--- config.mk ---
export PLATFORM = sky130hd
export DESIGN_NAME = gait_phase_scheduler
export DESIGN_NICKNAME = d
export VERILOG_FILES = /design/src/design/gps_pkg.sv /design/src/design/gait_phase_scheduler.sv /design/src/design/gps_ctrl.sv /design/src/design/gps_datapath.sv
export SDC_FILE = /design/constraint.sdc
export NUM_CORES = 2
export LEC_CHECK = 0
export CORE_MARGIN = 2
export CORE_UTILIZATION = 34
export CTS_CLUSTER_SIZE = 25
export DETAILED_ROUTE_END_ITERATION = 8
export DONT_BUFFER_PORTS = 1
export PLACE_DENSITY = 0.55
export SLEW_MARGIN = 10
export SYNTH_ARGS = -nofsm -noshare
export SYNTH_HDL_FRONTEND = slang
export SYNTH_SLANG_ARGS = --single-unit
--- constraint.sdc ---
create_clock -name clk -period 9.8 [get_ports clk]
set_clock_uncertainty 0.1 [all_clocks]
set_input_delay 1.96 -clock clk [delete_from_list [all_inputs] [get_ports clk]]
set_output_delay 1.96 -clock clk [all_outputs]
set_load 0.01 [all_outputs]
--- src/design/gps_pkg.sv ---
// Shared types and constants of the gait phase scheduler.
`default_nettype none

package gps_pkg;

    localparam int LEG_SLOTS   = 4;
    localparam int LEG_IDX_W   = 2;
    localparam int LANE_W      = 16;
    localparam int STEP_W      = 16;
    localparam int CLOCK_W     = 32;
    localparam int DVD_W       = CLOCK_W + 1;
    localparam int PHASE_W     = 16;
    localparam int CNT_W       = 6;
    localparam int CFG_IDX_W   = 2;
    localparam int CFG_DATA_W  = 64;
    localparam int OUT_BITS    = LEG_SLOTS + LEG_SLOTS * PHASE_W;
    localparam int OUT_DATA_W  = ((OUT_BITS + 7) / 8) * 8;

    localparam logic [CFG_IDX_W-1:0] REG_PERIODS = 2'd0;
    localparam logic [CFG_IDX_W-1:0] REG_OFFSETS = 2'd1;
    localparam logic [CFG_IDX_W-1:0] REG_DUTIES  = 2'd2;
    localparam logic [CFG_IDX_W-1:0] REG_CYCLE   = 2'd3;

    typedef struct packed {
        logic                 load_in;
        logic                 mul_off;
        logic                 mod_init;
        logic                 mod_step;
        logic                 mul_edge;
        logic                 select_den;
        logic                 frac_step;
        logic                 store_leg;
        logic                 load_out;
        logic [LEG_IDX_W-1:0] leg;
    } gps_cmd_t;

endpackage

`default_nettype wire

--- src/design/gait_phase_scheduler.sv ---
// Each accepted item is worked through the legs one after another by the shared remainder
// and fraction dividers, which take one bit per cycle; a leg with a zero period skips both.
// The block takes no new item before it is through with the last; a new item is taken
// while the previous result waits in the output register, but a stalled output holds the
// controller in its done state until the output register is free.
// Reset clears the gait clock, all configuration registers and the control state.
`default_nettype none

module gait_phase_scheduler #(
    parameter int LEG_COUNT  = 4,
    parameter int PHASE_BITS = 16
) (
    input  wire logic                              clk,
    input  wire logic                              rst_n,
    input  wire logic                              cfg_write,
    input  wire logic [gps_pkg::CFG_IDX_W-1:0]     cfg_index,
    input  wire logic [gps_pkg::CFG_DATA_W-1:0]    cfg_data,
    input  wire logic                              s_axis_tvalid,
    output logic                                   s_axis_tready,
    // step_time
    input  wire logic [gps_pkg::STEP_W-1:0]        s_axis_tdata,
    output logic                                   m_axis_tvalid,
    input  wire logic                              m_axis_tready,
    // leg0_swing, leg1_swing, leg2_swing, leg3_swing,
    // leg0_phase, leg1_phase, leg2_phase, leg3_phase, zero fill
    output logic [gps_pkg::OUT_DATA_W-1:0]         m_axis_tdata
);

    gps_pkg::gps_cmd_t cmd;
    logic              per_zero;

    gps_ctrl #(
        .LEG_COUNT  (LEG_COUNT),
        .PHASE_BITS (PHASE_BITS)
    ) u_ctrl (
        .clk       (clk),
        .rst_n     (rst_n),
        .in_valid  (s_axis_tvalid),
        .in_ready  (s_axis_tready),
        .out_valid (m_axis_tvalid),
        .out_ready (m_axis_tready),
        .per_zero  (per_zero),
        .cmd       (cmd)
    );

    gps_datapath #(
        .PHASE_BITS (PHASE_BITS)
    ) u_datapath (
        .clk       (clk),
        .rst_n     (rst_n),
        .cfg_write (cfg_write),
        .cfg_index (cfg_index),
        .cfg_data  (cfg_data),
        .step_time (s_axis_tdata),
        .cmd       (cmd),
        .per_zero  (per_zero),
        .out_data  (m_axis_tdata)
    );

endmodule

`default_nettype wire

--- src/design/gps_ctrl.sv ---
// Controller state machine of the gait phase scheduler.
`default_nettype none

module gps_ctrl #(
    parameter int LEG_COUNT  = 4,
    parameter int PHASE_BITS = 16
) (
    input  wire logic      clk,
    input  wire logic      rst_n,
    input  wire logic      in_valid,
    output logic           in_ready,
    output logic           out_valid,
    input  wire logic      out_ready,
    input  wire logic      per_zero,
    output gps_pkg::gps_cmd_t cmd
);

    localparam logic [3:0] S_IDLE  = 4'd0;
    localparam logic [3:0] S_OFF   = 4'd1;
    localparam logic [3:0] S_MODI  = 4'd2;
    localparam logic [3:0] S_MOD   = 4'd3;
    localparam logic [3:0] S_EDGE  = 4'd4;
    localparam logic [3:0] S_DEN   = 4'd5;
    localparam logic [3:0] S_FRAC  = 4'd6;
    localparam logic [3:0] S_STORE = 4'd7;
    localparam logic [3:0] S_DONE  = 4'd8;

    localparam logic [gps_pkg::CNT_W-1:0] MOD_LAST =
        gps_pkg::CNT_W'(gps_pkg::DVD_W - 1);
    localparam logic [gps_pkg::CNT_W-1:0] FRAC_LAST =
        gps_pkg::CNT_W'(PHASE_BITS - 1);
    localparam logic [gps_pkg::LEG_IDX_W-1:0] LEG_LAST =
        gps_pkg::LEG_IDX_W'(LEG_COUNT - 1);

    logic [3:0]                     state_reg, state_next;
    logic [gps_pkg::LEG_IDX_W-1:0]  leg_reg, leg_next;
    logic [gps_pkg::CNT_W-1:0]      cnt_reg, cnt_next;
    logic                           out_valid_reg, out_valid_next;

    always_comb
    begin
        state_next     = state_reg;
        leg_next       = leg_reg;
        cnt_next       = cnt_reg;
        out_valid_next = out_valid_reg;
        cmd            = '0;
        cmd.leg        = leg_reg;
        in_ready       = 1'b0;
        if (out_valid_reg && out_ready)
        begin
            out_valid_next = 1'b0;
        end
        unique case (state_reg)
            S_IDLE:
            begin
                in_ready = 1'b1;
                if (in_valid)
                begin
                    cmd.load_in = 1'b1;
                    leg_next    = '0;
                    state_next  = S_OFF;
                end
            end
            S_OFF:
            begin
                cmd.mul_off = 1'b1;
                state_next  = per_zero ? S_STORE : S_MODI;
            end
            S_MODI:
            begin
                cmd.mod_init = 1'b1;
                cnt_next     = '0;
                state_next   = S_MOD;
            end
            S_MOD:
            begin
                cmd.mod_step = 1'b1;
                cnt_next     = cnt_reg + gps_pkg::CNT_W'(1);
                if (cnt_reg == MOD_LAST)
                begin
                    state_next = S_EDGE;
                end
            end
            S_EDGE:
            begin
                cmd.mul_edge = 1'b1;
                state_next   = S_DEN;
            end
            S_DEN:
            begin
                cmd.select_den = 1'b1;
                cnt_next       = '0;
                state_next     = S_FRAC;
            end
            S_FRAC:
            begin
                cmd.frac_step = 1'b1;
                cnt_next      = cnt_reg + gps_pkg::CNT_W'(1);
                if (cnt_reg == FRAC_LAST)
                begin
                    state_next = S_STORE;
                end
            end
            S_STORE:
            begin
                cmd.store_leg = 1'b1;
                if (leg_reg == LEG_LAST)
                begin
                    state_next = S_DONE;
                end
                else
                begin
                    leg_next   = leg_reg + gps_pkg::LEG_IDX_W'(1);
                    state_next = S_OFF;
                end
            end
            S_DONE:
            begin
                if (!out_valid_reg || out_ready)
                begin
                    cmd.load_out   = 1'b1;
                    out_valid_next = 1'b1;
                    state_next     = S_IDLE;
                end
            end
            default:
            begin
                state_next = S_IDLE;
            end
        endcase
    end

    always_ff @(posedge clk or negedge rst_n)
    begin
        if (!rst_n)
        begin
            state_reg     <= S_IDLE;
            leg_reg       <= '0;
            cnt_reg       <= '0;
            out_valid_reg <= 1'b0;
        end
        else
        begin
            state_reg     <= state_next;
            leg_reg       <= leg_next;
            cnt_reg       <= cnt_next;
            out_valid_reg <= out_valid_next;
        end
    end

    assign out_valid = out_valid_reg;

endmodule

`default_nettype wire

--- src/design/gps_datapath.sv ---
// Datapath of the gait phase scheduler: registers, gait clock, multiplier and dividers.
`default_nettype none

module gps_datapath #(
    parameter int PHASE_BITS = 16
) (
    input  wire logic                              clk,
    input  wire logic                              rst_n,
    input  wire logic                              cfg_write,
    input  wire logic [gps_pkg::CFG_IDX_W-1:0]     cfg_index,
    input  wire logic [gps_pkg::CFG_DATA_W-1:0]    cfg_data,
    input  wire logic [gps_pkg::STEP_W-1:0]        step_time,
    input  wire gps_pkg::gps_cmd_t                 cmd,
    output logic                                   per_zero,
    output logic [gps_pkg::OUT_DATA_W-1:0]         out_data
);

    localparam int LW = gps_pkg::LANE_W;
    localparam int CW = gps_pkg::CLOCK_W;
    localparam int NL = gps_pkg::LEG_SLOTS;

    logic [gps_pkg::CFG_DATA_W-1:0] periods_reg;
    logic [gps_pkg::CFG_DATA_W-1:0] offsets_reg;
    logic [gps_pkg::CFG_DATA_W-1:0] duties_reg;
    logic [CW-1:0]                  cycle_len_reg;
    logic [CW-1:0]                  clock_reg;

    logic [CW-1:0]                  prod_reg;
    logic [gps_pkg::DVD_W-1:0]      dvd_reg;
    logic [LW-1:0]                  rem_reg;
    logic [CW-1:0]                  fnum_reg;
    logic [CW-1:0]                  fden_reg;
    logic [PHASE_BITS-1:0]          quot_reg;
    logic                           swing_reg;

    logic [NL-1:0]                  slot_swing_reg;
    logic [PHASE_BITS-1:0]          slot_phase_reg [NL];
    logic [NL-1:0]                  out_swing_reg;
    logic [PHASE_BITS-1:0]          out_phase_reg [NL];

    logic [LW-1:0]                  per;
    logic [LW-1:0]                  off;
    logic [LW-1:0]                  duty;
    logic [CW:0]                    clock_sum;
    logic [LW:0]                    rem_sh;
    logic [CW-1:0]                  t_shift;
    logic                           stance;
    logic [CW-1:0]                  den_prod;
    logic [CW:0]                    frac_sh;

    assign per  = periods_reg[{cmd.leg, 4'b0000} +: LW];
    assign off  = offsets_reg[{cmd.leg, 4'b0000} +: LW];
    assign duty = duties_reg[{cmd.leg, 4'b0000} +: LW];
    assign per_zero = (per == '0);

    assign clock_sum = {1'b0, clock_reg} + (CW + 1)'(step_time);
    assign rem_sh    = {rem_reg, dvd_reg[gps_pkg::DVD_W-1]};
    assign t_shift   = {rem_reg, {LW{1'b0}}};
    assign stance    = (t_shift < prod_reg);
    assign den_prod  = CW'(CW'(per) * CW'((LW + 1)'(1 << LW) - (LW + 1)'(duty)));
    assign frac_sh   = {fnum_reg, 1'b0};

    always_ff @(posedge clk or negedge rst_n)
    begin
        if (!rst_n)
        begin
            periods_reg   <= '0;
            offsets_reg   <= '0;
            duties_reg    <= '0;
            cycle_len_reg <= '0;
            clock_reg     <= '0;
        end
        else
        begin
            if (cfg_write)
            begin
                unique case (cfg_index)
                    gps_pkg::REG_PERIODS: periods_reg   <= cfg_data;
                    gps_pkg::REG_OFFSETS: offsets_reg   <= cfg_data;
                    gps_pkg::REG_DUTIES:  duties_reg    <= cfg_data;
                    gps_pkg::REG_CYCLE:   cycle_len_reg <= cfg_data[CW-1:0];
                    default:              periods_reg   <= periods_reg;
                endcase
            end
            if (cmd.load_in)
            begin
                if (clock_sum > {1'b0, cycle_len_reg})
                begin
                    clock_reg <= '0;
                end
                else
                begin
                    clock_reg <= clock_sum[CW-1:0];
                end
            end
        end
    end

    always_ff @(posedge clk)
    begin
        if (cmd.load_in)
        begin
            slot_swing_reg <= '0;
            for (int i = 0; i < NL; i++)
            begin
                slot_phase_reg[i] <= '0;
            end
        end
        if (cmd.mul_off)
        begin
            prod_reg <= CW'(off) * CW'(per);
        end
        if (cmd.mod_init)
        begin
            dvd_reg <= {1'b0, clock_reg} + gps_pkg::DVD_W'(prod_reg[CW-1:LW]);
            rem_reg <= '0;
        end
        if (cmd.mod_step)
        begin
            dvd_reg <= {dvd_reg[gps_pkg::DVD_W-2:0], 1'b0};
            if (rem_sh >= {1'b0, per})
            begin
                rem_reg <= LW'(rem_sh - {1'b0, per});
            end
            else
            begin
                rem_reg <= rem_sh[LW-1:0];
            end
        end
        if (cmd.mul_edge)
        begin
            prod_reg <= CW'(duty) * CW'(per);
        end
        if (cmd.select_den)
        begin
            swing_reg <= !stance;
            quot_reg  <= '0;
            if (stance)
            begin
                fnum_reg <= t_shift;
                fden_reg <= prod_reg;
            end
            else
            begin
                fnum_reg <= t_shift - prod_reg;
                fden_reg <= den_prod;
            end
        end
        if (cmd.frac_step)
        begin
            if (frac_sh >= {1'b0, fden_reg})
            begin
                fnum_reg <= CW'(frac_sh - {1'b0, fden_reg});
                quot_reg <= {quot_reg[PHASE_BITS-2:0], 1'b1};
            end
            else
            begin
                fnum_reg <= frac_sh[CW-1:0];
                quot_reg <= {quot_reg[PHASE_BITS-2:0], 1'b0};
            end
        end
        if (cmd.store_leg)
        begin
            if (per_zero)
            begin
                slot_swing_reg[cmd.leg] <= 1'b0;
                slot_phase_reg[cmd.leg] <= '0;
            end
            else
            begin
                slot_swing_reg[cmd.leg] <= swing_reg;
                slot_phase_reg[cmd.leg] <= quot_reg;
            end
        end
        if (cmd.load_out)
        begin
            out_swing_reg <= slot_swing_reg;
            for (int i = 0; i < NL; i++)
            begin
                out_phase_reg[i] <= slot_phase_reg[i];
            end
        end
    end

    always_comb
    begin
        out_data = '0;
        out_data[NL-1:0] = out_swing_reg;
        for (int i = 0; i < NL; i++)
        begin
            out_data[NL + i * gps_pkg::PHASE_W +: gps_pkg::PHASE_W] =
                gps_pkg::PHASE_W'(out_phase_reg[i]);
        end
    end

endmodule

`default_nettype wire

* After elaboration in Yosys (flattened, before gate mapping)
Memories as Yosys holds them, arrays and structs flattened.
Cells that the tools add are included.
** Operators by class
- Add/subtract/negate cells :: 8
- Divide/modulo/power cells :: 0
- Eq/ne operators :: 19
- Bitwise operators :: 3
- Multipliers :: 3
- Shift operators :: 3
- Muxes and demuxes :: 62
- Magnitude comparators :: 6
- Reductions and logical operators :: 22
** Operator list (count)
- 2-to-1 mux 32 bit :: 8
- variable part select 64 x 7 -> 16 bit :: 3
- 2-to-1 mux 16 bit :: 7
- adder 32 x 16 -> 33 bit :: 2
- 2-to-1 mux 33 bit :: 2
- multiplier 16 x 16 -> 32 bit :: 2
- subtractor 32 bit :: 2
- one-hot mux 4 bit (9 select lines) :: 1
- >= comparator 33 x 32 -> 1 bit :: 1
- > comparator 33 x 32 -> 1 bit :: 1
- < comparator 32 bit :: 1
- multiplier 16 x 32 -> 32 bit :: 1
- 2-to-1 mux 4 bit :: 8
- 2-to-1 mux 1 bit :: 28
- subtractor 17 x 16 -> 18 bit, first input constant :: 1
- >= comparator 17 x 16 -> 1 bit :: 1
- equality test 4 x 3 -> 1 bit, second input constant :: 4
- logical NOT 16 bit :: 1
- OR reduction 16 bit :: 1
- subtractor 16 bit :: 1
- one-hot mux 6 bit (2 select lines) :: 1
- nonzero test 2 bit :: 5
- equality test 4 x 2 -> 1 bit, second input constant :: 2
- AND reduction 2 bit :: 4
- other kinds (28) :: 38
** Storage, ports and cells
- Bits in writable memories :: 128
- Latch bits :: 0
- Logic and storage cells :: 147
- Output and inout port bits :: 74
- Memory bits (read-only) :: 0
- Memories kept :: 2
- Bits in registers :: 439
** Memory list
- u_datapath.out_phase_reg :: depth 4, width 16, read ports 4, clocked after memory_dff 0, write ports 4, line gps_datapath.sv:39 : logic [PHASE_BITS-1:0] out_phase_reg [NL];
- u_datapath.slot_phase_reg :: depth 4, width 16, read ports 4, clocked after memory_dff 0, write ports 4, line gps_datapath.sv:37 : logic [PHASE_BITS-1:0] slot_phase_reg [NL];

* Longest topological paths before layout
- Depth in word-level cells :: 8
- Mapped depth :: 34
- Mapped depth without buffers :: 31

* Hierarchy
A second synthesis with hierarchy kept.
** Second synthesis, totals
- Cells, all modules :: 5585
- Area total of the unflattened synthesis :: 55336.8 um^2
** By module, submodules not included
- gps_datapath :: cells an instance 5498, sequential area each 15304.7 um^2, area an instance 54566.1 um^2, instances 1
- gps_ctrl :: cells an instance 87, sequential area each 325.3 um^2, area an instance 770.7 um^2, instances 1

* Worst setup path after synthesis
Ideal clock, no wire load.
- Path type :: register to register
- Start :: register u_ctrl.leg_reg[0] (netlist bit)
- End :: register u_datapath.fden_reg[31] (data pin)
- Arrival time :: 8.476 ns
- Required time :: 9.442 ns
- Setup slack :: 0.965 ns
- Cell stages (with the launch flop) :: 31
- Buffers on the path :: 2
- Path through :: dfrtp_1 -> buf_6 -> mux2i_1 -> mux2i_1 -> inv_1 -> clkbuf_1 -> ha_1 -> nor3b_4 -> nand2_2 -> or3_4 -> or3_1 -> xor2_1 -> nand2_1 -> fa_1 -> fa_1 -> fa_1 -> fa_1 -> inv_1 -> fa_1 -> fa_1 -> ha_1 -> a211o_1 -> a21oi_1 -> o21ai_0 -> a21o_1 -> a311oi_1 -> nor3_1 -> a211oi_1 -> a21oi_1 -> xnor2_1 -> o21ai_1
** Between the ends
- Cells in the longest elaborated chain, start to end :: 4
- Elaborated cells between the ends (all ways) :: 5
** Ends and longest elaborated chain
- start: declaration :: line gps_ctrl.sv:36 : logic [gps_pkg::LEG_IDX_W-1:0] leg_reg, leg_next;
- start signal: assignment :: line gps_ctrl.sv:145 : leg_reg <= leg_next;
- variable part select 64 x 7 -> 16 bit :: line gps_datapath.sv:53 : assign duty = duties_reg[{cmd.leg, 4'b0000} +: LW];
- subtractor 17 x 16 -> 18 bit :: line gps_datapath.sv:60 : assign den_prod = CW'(CW'(per) * CW'((LW + 1)'(1 << LW) - (LW + 1)'(duty)));
- multiplier 16 x 32 -> 32 bit * :: line gps_datapath.sv:60
- 2-to-1 mux 32 bit * :: line gps_datapath.sv:138 : if (stance)
- end signal: assignment :: line gps_datapath.sv:141 : fden_reg <= prod_reg;
- end signal: assignment :: line gps_datapath.sv:146 : fden_reg <= den_prod;
- end: declaration :: line gps_datapath.sv:32 : logic [CW-1:0] fden_reg;
Mark *: on every way between the ends. The rest lies on a longest branch, timed or not.
A chain may end at the register's enable or synchronous reset.

* Worst setup path after layout
Same ends and word-level chain as after synthesis.

==> impl_metrics.csv <==
group,metric,value,unit
grt,grt_pass1_wl,251,mm
sta,drv_slew,0,
clocking,postCtsSetupRepairBufs,0,
detailed_routing,firstDrtPassIters,5,
setup_path,cp-start-kind,"flop",
placed_design,routabilityCongestion,0.925,
setup_path,critical_path_class,"flop to flop",
detailed_routing,drc,0,
grt,grt_max_degree,270,
logic_synthesis,yosys_register_bits,567,
setup_path,cp_top_family,"adder cells",
setup_path,max_stage_delay,610,ps
clocking,h-tree-depth,3,
clocking,cts_hold_buf,0,
sta,fin_setup_tns,0,ps
clocking,cts_buffers,67,
clocking,path_clk_slew,60,ps
finish,mostFrequentLayoutCells,"inv_1, nand2_1, fa_1",
detailed_routing,wirelength,160,mm
logic_synthesis,yosysUniqueCellTypes,95,
finish,multi_input_area,35100,µm²
sta,fin_crit,9150,ps
sta,worst_pin_slew,1080,ps
finish,regArea,15600,µm²
grt,antenna_found_initial,12,
logic_synthesis,yosysTopAreaCellShare,21.8,%
sta,relSlewSlack,27.5,%
sta,fin_crit_sh,93.4,%
setup_path,end_kind,"flop",
detailed_routing,wire_per_inst,20.6,µm
logic_synthesis,seq_area_frac_synth,28.5,%
setup_path,regToRegSetupSlack,650,ps
sta,setup_viol,0,
finish,areaGrowthSynthToFinish,9.30,%
floorplan,die_x,406,µm
floorplan,coreArea,160000,µm²
logic_synthesis,netlist_top_cells_area,"fa_1, edfxtp_1, dfrtp_1",
job,max_cap_violations,0,
floorplan,die_h,406,µm
finish,nNetsFinal,6653,
sta,hold_viol_final,0,
logic_synthesis,synthArstFlopShare,47.4,%
logic_synthesis,synth-main-ff-cell,"edfxtp_1",
setup_path,worstPathRequired,10070,ps
clocking,cts_tree,"done",
setup_path,worst_path_most_repeated_cell,"fa_1",
finish,final_common_cell,"inv_1",
grt,grt-ovfl-total,0,
setup_path,critPathMaxFanout,16,
logic_synthesis,yosysWarnings,0,
clocking,worstSkewPairLatency,660,ps
floorplan,initial_core_util,34.2,%
sta,rsz0062_at_grt,"false",
sta,fmax,0.109,GHz
detailed_routing,drt_iter0_drc,2617,
grt,gr-usage-all-layers,19.8,%
grt,grt_pass1_vias,41000,
logic_synthesis,postSynthAreaPerCell,9.88,µm²
run_status,status,"finished clean",
clocking,clock_sinks,567,
setup_path,critPathSlowestCell,"dfrtp_4",
worst_hold_path,min-delay-start,"u_datapath.slot_phase_reg[0][3]",
floorplan,io_pins,161,
detailed_routing,antenna_left,0,
logic_synthesis,syn-cell-area,54900,µm²
logic_synthesis,synth_top_cell_by_area,"fa_1",
detailed_routing,vias,38800,
setup_path,crit_start,"u_ctrl.leg_reg[0]",
setup_path,worstPathArrival,9420,ps
finish,final.fill_count,16200,
floorplan,num_rows,147,
floorplan,dieArea,165000,µm²
detailed_routing,via_per_inst,5.01,
clocking,cts_root_buffer,"clkbuf_16",
clocking,cts_buffer_depth,3,
clocking,ctsResizeCount,0,
setup_path,path_buf_inv,6,
worst_hold_path,min_path_type,"flop to flop",
logic_synthesis,syn_inst,5557,
logic_synthesis,synth_edf_count,293,
placed_design,dp.final_hpwl,126,mm
setup_path,r2r-start,"u_ctrl.leg_reg[0]",
finish,layout-drive-gt1-share,10.1,%
placed_design,port_buffers,0,
layer usage:
layer	wire length, µm	track usage [%]	up-vias
met5	29	0	-
met4	3850	4.99	4
met3	11200	4.57	201
met2	73300	31.9	919
met1	71400	26.9	19600
li1	-	-	18100
final cells by class:
| cell class | instances | share of cell area, % |
|---|---|---|
| multi-input cells | 3887 | 58.6 |
| flip-flops and latches | 567 | 26.1 |
| diodes | 8 | 0.0334 |
| repair buffers | 134 | 1.72 |
| inverters | 865 | 5.41 |
| clock inverters | 29 | 0.657 |
| well taps | 2160 | 4.50 |
| clock buffers | 90 | 3.04 |
worst reg2reg max path: cells and delay by family (launching register included):
kind,cells,cell delay [ps]
and+or+nand+nor,6,1460
adders and majority gates,8,3600
DFF,1,610
muxes,2,450
AOI/OAI and AO/OA,8,1470
buffers and inverters,6,640
xor gates and xnor gates,2,550
final timing paths:
path                                             endpoint  cells after the start
min in group asynchronous      u_datapath.periods_reg[28]                      0
max reg2reg                       u_datapath.fden_reg[31]                     32
min reg2reg                u_datapath.out_phase_reg[0][3]                      0
max in group asynchronous               u_ctrl.leg_reg[1]                      0
min                        u_datapath.out_phase_reg[0][3]                      0
max                               u_datapath.fden_reg[31]                     32
stage by stage:
step	utilization [%]	instance area (µm²)	setup WS [ps]	hold slack [ps]	cells
floorplan	-	54900	965	300	5560
detailed placement	36.0	57700	661	305	7613
CTS	37.4	60000	644	312	7732
finish	37.4	60000	649	307	7740
global placement	36.0	57700	652	301	7613
global route	37.4	60000	153	322	7734
cell usage after synthesis (29+ instances only):
master and n:
inv_1 858, nand2_1 739, fa_1 599, ha_1 445, nor2_1 399, edfxtp_1 293
dfrtp_1 269, mux2_2 244, a21oi_1 199, clkbuf_1 196, o21ai_0 155, and2_1 139
xnor2_1 137, xor2_1 87, a21o_1 63, nand3_1 54, nor3_1 53, o21a_1 49
mux2i_1 48, and3_1 42, a211oi_1 37, nand2b_1 32, mux4_2 29
logic make-up (layout without fill, tap and decap cells):
group | after synthesis | in the layout | share of synthesized area (%)
simple gates | 1584 | 1584 | 12.8
buf+inv | 1106 | 1118 | 7.67
fa+ha+maj | 1048 | 1048 | 32.1
compound gates | 702 | 702 | 8.18
flops | 567 | 567 | 28.5
mux | 321 | 321 | 7.07
xor+xnor | 228 | 228 | 3.69
other cells | 1 | 12 | 0.00683
Power is not shown: default switching activity piles up to over one toggle a cycle in this logic, so the estimate is an artifact.
